==> src/rtl/tlbpt_pkg.sv <==
// Shared constants for the TLB and page table address translator.
// Holds default sizes and the stream data widths; depends on nothing else.
`default_nettype none

package tlbpt_pkg;

    // Default sizes handed to the top level parameters.
    localparam int TLB_ENTRIES_DEF = 16;
    localparam int PAGE_COUNT_DEF  = 256;
    localparam int OFFSET_BITS_DEF = 8;

    // Address widths fixed by the item fields.
    localparam int VA_W = 16;
    localparam int PA_W = 16;

    // Result item: physical address, hit flag, fault flag, padded to bytes.
    localparam int RES_W       = PA_W + 2;
    localparam int OUT_TDATA_W = ((RES_W + 7) / 8) * 8;
    localparam int OUT_PAD_W   = OUT_TDATA_W - RES_W;

endpackage

`default_nettype wire

==> src/rtl/tlb_page_table_translator.sv <==
// Top level of the address translator: FIFO-replaced TLB in front of a
// demand-paged page table. Depends on tlbpt_pkg for defaults and widths.
`default_nettype none

// How to use this block:
// The slave stream carries one virtual address per item. Its upper bits are
// the page number and its low OFFSET_BITS bits the offset. The master stream
// returns one result item per address: the physical address, a flag that the
// page was found in the TLB, and a flag that the page was unmapped and was
// just given the next free frame.
// The address is registered together with a read of the page table memory,
// then the TLB compare, the page table update and the TLB fill all happen in
// one pass into the output register.
// Throughput is one item per cycle while the master stream takes results.
// The page table memory has a single read port, read once per accepted address.
// A stalled master stream holds the output register; the stage ahead of it
// still takes one more address if it is empty, and then s_axis_tready falls.
// Reset empties the pipeline, marks every page invalid, empties the TLB and
// restarts frame numbering at zero. Frame contents are not reset, since a
// frame is only read after it has been written.
// PAGE_COUNT is expected to be a power of two.
module tlb_page_table_translator
    import tlbpt_pkg::*;
#(
    parameter int TLB_ENTRIES = TLB_ENTRIES_DEF,
    parameter int PAGE_COUNT  = PAGE_COUNT_DEF,
    parameter int OFFSET_BITS = OFFSET_BITS_DEF
)
(
    input  wire logic                   clk,
    input  wire logic                   rst_n,
    input  wire logic                   s_axis_tvalid,
    output logic                        s_axis_tready,
    // Fields from bit 0: virtual_address[15:0].
    input  wire logic [VA_W-1:0]        s_axis_tdata,
    output logic                        m_axis_tvalid,
    input  wire logic                   m_axis_tready,
    // Fields from bit 0: physical_address[15:0], tlb_hit, page_fault, zero pad.
    output logic [OUT_TDATA_W-1:0]      m_axis_tdata
);

    localparam int PB   = $clog2(PAGE_COUNT);
    localparam int TI   = $clog2(TLB_ENTRIES);
    localparam int FC_W = $clog2(TLB_ENTRIES + 1);
    localparam int NF_W = $clog2(PAGE_COUNT + 1);

    // Input handshake and address split.
    logic                   in_fire;
    logic [2*VA_W-1:0]      in_va_ext;
    logic [2*VA_W-1:0]      in_vpn_wide;
    logic [PB-1:0]          in_page;

    // First stage: registered address and page table read.
    logic                   s1_valid_reg;
    logic                   s1_valid_next;
    logic [PB-1:0]          s1_page_reg;
    logic [OFFSET_BITS-1:0] s1_offset_reg;
    logic [PB-1:0]          pt_rd_reg;
    logic                   byp_hit_reg;
    logic [PB-1:0]          byp_frame_reg;
    logic                   s1_move;

    // Page table.
    logic [PB-1:0]          pt_frame_mem [PAGE_COUNT];
    logic [PAGE_COUNT-1:0]  page_vld_reg;
    logic [PAGE_COUNT-1:0]  page_vld_next;
    logic [NF_W-1:0]        next_frame_reg;
    logic [NF_W-1:0]        next_frame_next;
    logic                   pt_wr_en;

    // TLB.
    logic [PB-1:0]          tlb_tag_reg   [TLB_ENTRIES];
    logic [PB-1:0]          tlb_frame_reg [TLB_ENTRIES];
    logic [FC_W-1:0]        tlb_fill_reg;
    logic [FC_W-1:0]        tlb_fill_next;
    logic [TI-1:0]          tlb_oldest_reg;
    logic [TI-1:0]          tlb_oldest_next;
    logic                   tlb_full;
    logic [TI-1:0]          ins_slot;

    // Lookup results of the first stage.
    logic                   s1_hit;
    logic [PB-1:0]          s1_hit_frame;
    logic                   s1_fault;
    logic [PB-1:0]          new_frame;
    logic [PB-1:0]          table_frame;
    logic [PB-1:0]          s1_frame;
    logic [PB+OFFSET_BITS+PA_W-1:0] pa_wide;

    // Output register.
    logic                   out_valid_reg;
    logic                   out_valid_next;
    logic [PA_W-1:0]        out_pa_reg;
    logic                   out_hit_reg;
    logic                   out_fault_reg;

    // ------------------------------------------------------------------
    // Handshakes. The first stage moves on whenever the output register is
    // empty or is being drained, and a new address enters behind it.
    // ------------------------------------------------------------------
    assign s1_move       = s1_valid_reg && (!out_valid_reg || m_axis_tready);
    assign s_axis_tready = !s1_valid_reg || s1_move;
    assign in_fire       = s_axis_tvalid && s_axis_tready;

    assign s1_valid_next  = in_fire ? 1'b1 : (s1_move ? 1'b0 : s1_valid_reg);
    assign out_valid_next = s1_move ? 1'b1
                                    : ((out_valid_reg && m_axis_tready) ? 1'b0 : out_valid_reg);

    // The page number is the address above the offset, masked to the table.
    assign in_va_ext   = {{VA_W{1'b0}}, s_axis_tdata};
    assign in_vpn_wide = in_va_ext >> OFFSET_BITS;
    assign in_page     = in_vpn_wide[PB-1:0];

    // ------------------------------------------------------------------
    // TLB compare over all filled entries. Tags are unique among filled
    // entries since a page is only inserted after a miss.
    // ------------------------------------------------------------------
    always_comb
    begin
        s1_hit       = 1'b0;
        s1_hit_frame = '0;
        for (int i = 0; i < TLB_ENTRIES; i++)
        begin
            if ((FC_W'(i) < tlb_fill_reg) && (tlb_tag_reg[i] == s1_page_reg))
            begin
                s1_hit       = 1'b1;
                s1_hit_frame = tlb_frame_reg[i];
            end
        end
    end

    // A frame written by the previous item in the same cycle as this item's
    // table read is taken from the bypass register instead of the memory.
    assign table_frame = byp_hit_reg ? byp_frame_reg : pt_rd_reg;
    assign new_frame   = next_frame_reg[PB-1:0];
    assign s1_fault    = !s1_hit && !page_vld_reg[s1_page_reg];
    assign s1_frame    = s1_hit ? s1_hit_frame : (s1_fault ? new_frame : table_frame);
    assign pa_wide     = {{PA_W{1'b0}}, s1_frame, s1_offset_reg};
    assign pt_wr_en    = s1_move && s1_fault;

    // Fill in order, then overwrite the oldest entry.
    assign tlb_full = (tlb_fill_reg == FC_W'(TLB_ENTRIES));
    assign ins_slot = tlb_full ? tlb_oldest_reg : tlb_fill_reg[TI-1:0];

    always_comb
    begin
        tlb_fill_next   = tlb_fill_reg;
        tlb_oldest_next = tlb_oldest_reg;
        page_vld_next   = page_vld_reg;
        next_frame_next = next_frame_reg;
        if (s1_move && !s1_hit)
        begin
            if (!tlb_full)
            begin
                tlb_fill_next = tlb_fill_reg + FC_W'(1);
            end
            else if (tlb_oldest_reg == TI'(TLB_ENTRIES - 1))
            begin
                tlb_oldest_next = '0;
            end
            else
            begin
                tlb_oldest_next = tlb_oldest_reg + TI'(1);
            end
        end
        if (pt_wr_en)
        begin
            page_vld_next[s1_page_reg] = 1'b1;
            if (next_frame_reg < NF_W'(PAGE_COUNT))
            begin
                next_frame_next = next_frame_reg + NF_W'(1);
            end
        end
    end

    // ------------------------------------------------------------------
    // Control registers.
    // ------------------------------------------------------------------
    always_ff @(posedge clk or negedge rst_n)
    begin
        if (!rst_n)
        begin
            s1_valid_reg   <= 1'b0;
            out_valid_reg  <= 1'b0;
            tlb_fill_reg   <= '0;
            tlb_oldest_reg <= '0;
            page_vld_reg   <= '0;
            next_frame_reg <= '0;
        end
        else
        begin
            s1_valid_reg   <= s1_valid_next;
            out_valid_reg  <= out_valid_next;
            tlb_fill_reg   <= tlb_fill_next;
            tlb_oldest_reg <= tlb_oldest_next;
            page_vld_reg   <= page_vld_next;
            next_frame_reg <= next_frame_next;
        end
    end

    // ------------------------------------------------------------------
    // Payload registers, TLB storage and the page table memory.
    // ------------------------------------------------------------------
    always_ff @(posedge clk)
    begin
        if (in_fire)
        begin
            s1_page_reg   <= in_page;
            s1_offset_reg <= s_axis_tdata[OFFSET_BITS-1:0];
            pt_rd_reg     <= pt_frame_mem[in_page];
            byp_hit_reg   <= pt_wr_en && (s1_page_reg == in_page);
            byp_frame_reg <= new_frame;
        end
        if (pt_wr_en)
        begin
            pt_frame_mem[s1_page_reg] <= new_frame;
        end
    end

    always_ff @(posedge clk)
    begin
        if (s1_move && !s1_hit)
        begin
            tlb_tag_reg[ins_slot]   <= s1_page_reg;
            tlb_frame_reg[ins_slot] <= s1_frame;
        end
    end

    always_ff @(posedge clk)
    begin
        if (s1_move)
        begin
            out_pa_reg    <= pa_wide[PA_W-1:0];
            out_hit_reg   <= s1_hit;
            out_fault_reg <= s1_fault;
        end
    end

    assign m_axis_tvalid = out_valid_reg;
    assign m_axis_tdata  = {{OUT_PAD_W{1'b0}}, out_fault_reg, out_hit_reg, out_pa_reg};

`ifndef SYNTH
    a_hit_excludes_fault: assert property (@(posedge clk) disable iff (!rst_n)
        out_valid_reg |-> !(out_hit_reg && out_fault_reg))
        else $error("hit and fault flagged on the same result");

    a_fill_bound: assert property (@(posedge clk) disable iff (!rst_n)
        tlb_fill_reg <= FC_W'(TLB_ENTRIES))
        else $error("TLB fill count past capacity");

    a_oldest_idle_until_full: assert property (@(posedge clk) disable iff (!rst_n)
        !tlb_full |-> (tlb_oldest_reg == '0))
        else $error("replacement pointer moved before the TLB filled");

    a_frame_bound: assert property (@(posedge clk) disable iff (!rst_n)
        next_frame_reg <= NF_W'(PAGE_COUNT))
        else $error("free frame counter past the page count");

    a_fault_marks_valid: assert property (@(posedge clk) disable iff (!rst_n)
        pt_wr_en |=> page_vld_reg[$past(s1_page_reg)])
        else $error("faulted page not marked valid");

    a_hit_page_valid: assert property (@(posedge clk) disable iff (!rst_n)
        (s1_valid_reg && s1_hit) |-> page_vld_reg[s1_page_reg])
        else $error("TLB hit on a page the table holds invalid");
`endif

endmodule

`default_nettype wire
==> config.mk <==
export PLATFORM = sky130hd
export DESIGN_NAME = tlb_page_table_translator
export DESIGN_NICKNAME = d
export VERILOG_FILES = /design/src/rtl/tlbpt_pkg.sv /design/src/rtl/tlb_page_table_translator.sv
export SDC_FILE = /design/constraint.sdc
export NUM_CORES = 2
export LEC_CHECK = 0
export BUFFER_PORTS_ARGS = -buffer_cell sky130_fd_sc_hd__buf_4
export CORE_MARGIN = 4
export CORE_UTILIZATION = 34
export CTS_CLUSTER_DIAMETER = 150
export CTS_CLUSTER_SIZE = 30
export DETAILED_ROUTE_END_ITERATION = 6
export PLACE_DENSITY_LB_ADDON = 0.08
export SLEW_MARGIN = 20
export SYNTH_ARGS = -nofsm -noshare
export SYNTH_HDL_FRONTEND = slang
export SYNTH_SLANG_ARGS = --single-unit
==> constraint.sdc <==
create_clock -name clk -period 6.3 [get_ports clk]
set_input_delay 0.63 -clock clk [delete_from_list [all_inputs] [get_ports clk]]
set_output_delay 0.63 -clock clk [all_outputs]
set_load 0.1 [all_outputs]
==> run summary <==
In this run the clock root is driven by a clkbuf_16. The final hold violation count came out at 0. The detailed router finished its first iteration with 4,921 violations. Detailed routing inserted a total of between 40,000 and 50,000 vias. The number of enable-type register cells in the synthesized netlist came out at between 2,000 and 2,500. Data on the critical path arrives at its endpoint at about 5.8 ns. The flip-flop count of the largest register, all copies and words added came out at approximately 2,000. TritonCTS built the clock tree. The worst-margin pin slew came out at about 1.1 ns. The clock share of power came out at between 20% and 30%.

The core occupancy in the finished layout is between 30% and 40%. At the worst endpoint, the required time is a little under 7 ns. The endpoint identified for the worst register-to-register timing path is pt_frame_mem[191][5]. The number of vias per cell after detailed routing is between 5 and 6. The analysis attributes to cell leakage a power of 42.0 nW. The start point of the critical path is s1_page_reg[0].

The average cell area after synthesis came out at ~21 µm². For this run, the number of Yosys warnings is 0. Setup repair after global routing left no endpoint under its margin. The tightest min-delay check is of the primary input to flop type. The share of the synthesized area in the top cell type came out at about two thirds. The number of placement rows is around 200. At the end of routability-driven placement, the weighted congestion stood at 0.794.

The H-tree depth reported by CTS is 3. The placed cell count came out at between 9,000 and 10,000. The fraction of power spent switching nets came out at around 23%.

The half-perimeter wire length after placement came out at around 200 mm. In this run the tool buffered the top-level ports with 39 buffer cells. The residual DRC count is 0. The die width is 561 µm. At the later pin of the worst-skew pair, clock insertion delay measures a little over 0.9 ns. Together, buffers and inverters on the worst path number 4. Among all flip-flop cells after synthesis, the most frequent one is edfxtp_1. The register-to-register setup slack came out at roughly 1.1 ns. Combinational cells account for ~6.3% of the total power. The biggest area contributor in the post-synthesis netlist is edfxtp_1. The count of buffers added by post-CTS timing repair for setup came out at 0. The part of the cycle the worst path needs came out at just over 80%. The final layout net count is between 5,000 and 6,000. The time the final worst path needs with I/O delays and setup came out at 5.18 ns. Grouping stages by cell kind, the critical path spends the most delay in buffers and inverters. The length in cells of the worst reg-to-reg path is 12. Counting distinct cell types in the post-synthesis netlist gives 64. The post-synthesis to final-layout area growth is 9.86%. The share of flip-flops with an asynchronous set or reset is a little over a tenth. The count of maximum capacitance violations came out at 0. The power per cell area is 260 nW/µm². The internal power consumption is between 20 and 25 mW. The overall track demand over capacity in global routing came out at 19.2%.

The die footprint is around 320,000 µm². The most numerous cell type found on the critical path is buf_4. After synthesis, flip-flops and latches occupy between 70 and 80% of the total area. The sink count of the clock tree came out at roughly 2,600. Of the cells placed in the final design, the portion with a size suffix greater than 1 is just under 30%. The flow ran to the end, and the final reports show no timing, DRC or antenna violations. The final wirelength came out at a little over 300 mm. The largest single stage delay on the critical path is about 0.58 ns. The buffer levels on the longest clock path came out at 4. The worst setup path is captured at a flop.

The final-report max-slew violation count came out at 0. The category of the worst setup path launch point is a flop. The clock arrives with 0.0811 ns of skew. The logic depth of the worst path, buffers included came out at 12.

The first-pass detailed-route iteration total is 5. The register bit total from synthesis came out at ~2,600. The startpoint identified for the worst register-to-register timing path is s1_page_reg[0]. The number of routed nets with antenna violations came out at 0. Setup violations remaining at the end of the flow were counted as 0. By count the netlist is led by 2,355 x edfxtp_1, 734 x mux4_2, 276 x dfrtp_1. The timing-limited maximum frequency came out at between 0.15 and 0.2 GHz. The switching component of the power is around 6.8 mW. The placeable core region is ~300,000 µm². Yosys attributes the largest share of cell area to edfxtp_1 68%, mux4_2 16%, dfrtp_1 6.6%. The number of global-route vias before repair is slightly above 50,000. The maximum number of pins on one net before global-route repair came out at ~160. The power share of the sequential group came out at 65.0%. The count of pins on the block boundary is 46. The highest net fanout along the worst path is 57.

The largest individual stage delay along the critical path comes from the cell mux2i_1. The count of placed standard cells in the final layout, fillers left out came out at between 9,000 and 10,000. The peak ir drop on the vdd network is about 0.00021 V. The TritonCTS buffer count came out at a little over 100. The total overflow left after global routing is 0. Yosys instantiated no cell more often than edfxtp_1. The floorplan step set the die height to about 560 µm.

The wire length of the first global-routing pass came out at between 400 and 500 mm. The post-route setup TNS is 0 ns. The effective utilization at floorplan is 34.3%. The relative max-transition margin came out at between 20% and 30%.

The cell count after synthesis came out at about 4,900. Walking the worst path, the cells encountered are buf_12 > mux4_2 > mux2i_1 > nor2_1 > nor4_1 > o32ai_1 > nor3_4 > nand2_8 > buf_4 > buf_4 > nor3_1 > buf_4. The number of antenna violations at the first check in global routing came out at 7. The clock slew at the register clock pins of the worst setup and hold paths is about 0.12 ns. In the final routed layout, each cell accounts on average for around 33 µm.

The combined area of all synthesized cells is between 100,000 and 150,000 µm². The critical path in this run is classified as flop to flop. The worst setup path endpoint is pt_frame_mem[191][5].
-- worst min path at each step --
stage | from | endpoint | slack (ns) | cells past startpoint
CTS | s_axis_tdata[15] | s1_page_reg[7] | 0.04 | 1
finish | s_axis_tdata[13] | s1_page_reg[5] | 0.14 | 1
floorplan | rst_n | m_axis_tvalid | 0.33 | 0
global route | s_axis_tdata[15] | s1_page_reg[7] | 0.05 | 1
detailed placement | s1_offset_reg[1] | out_pa_reg[1] | 0.40 | 0
global placement | s1_offset_reg[1] | out_pa_reg[1] | 0.40 | 0
-- cell type report --
type | instances | area, µm²
clock inverters | 3 | 26.3
repair buffers | 378 | 3300
inverters | 16 | 60.1
multi-input cells | 2019 | 25400
diodes | 6 | 15.0
flip-flops and latches | 2631 | 77700
clock buffers | 181 | 2880
fillers | 27600 | 189000
well taps | 4080 | 5100
-- cell families after synthesis --
group                      Yosys count  synth area share [%]
AOI/OAI and AO/OA                  169                  1.12
and+or+nand+nor                    914                  5.43
adders and majority gates            4                0.0481
muxes                              779                  16.3
buffers and inverters              298                  1.28
other                                1               0.00360
xor gates and xnor gates           147                  1.24
DFF                               2631                  74.5
-- per-stage QoR --
stage | power [mW] | setup slack (ns) | hold WS, ns | cell area (µm²)
final | 29.7 | 1.12 | 0.140 | 114000
after global routing | 30.8 | 0.745 | 0.0475 | 114000
after CTS | 30.1 | 1.02 | 0.0364 | 114000
after detailed placement | 21.6 | 1.09 | 0.405 | 111000
after global placement | 21.6 | 1.15 | 0.402 | 111000
after floorplan | 20.8 | 1.67 | 0.334 | 104000
-- layer usage --
layer | routed length (µm) | part of all wire (%) | track usage [%] | up-vias
met2 | 145000 | 47 | 30.6 | 1063
li1 | - | - | - | 20500
met1 | 145000 | 47 | 29.1 | 27700
met4 | 6090 | 2.0 | 3.52 | 0
met3 | 10700 | 3.5 | 1.89 | 216
met5 | 0 | 0 | 0 | -
-- cells in the final DEF (no fill, tap or decap), drive strengths merged, types with 5 or more instances in the layout --
master,n
and3,7
a211oi,22
a22oi,9
mux2,23
a31oi,12
o21ai,26
a311o,6
mux4,734
buf,366
conb,6
mux2i,22
xor2,76
xnor2,71
o22ai,11
nand3,39
o2bb2ai,5
diode,6
clkbuf,181
nand4,22
dlygate4sd3,12
nor4,23
a21o,10
a21oi,27
nand2b,15
dfrtp,276
or2,251
edfxtp,2355
inv,19
nor3,244
nor2b,20
or3,6
nor2,140
o21bai,10
nand2,139
-- power groups by stage --
stage	clock [mW]	combinational [mW]	sequential [mW]
detailed placement	0	1.92	19.7
finish	8.53	1.88	19.3
global placement	0	1.92	19.7
CTS	8.89	1.92	19.3
floorplan	0	1.17	19.6
global route	9.47	2.01	19.3
-- repair_timing --
| action | 4_1_cts | 5_1_grt |
|---|---|---|
| hold buffers | 12 | 0 |
| hold endpoints to repair | 78 | 0 |
| gates resized for setup | 0 | 0 |
Power figures use the tool's default switching activity.
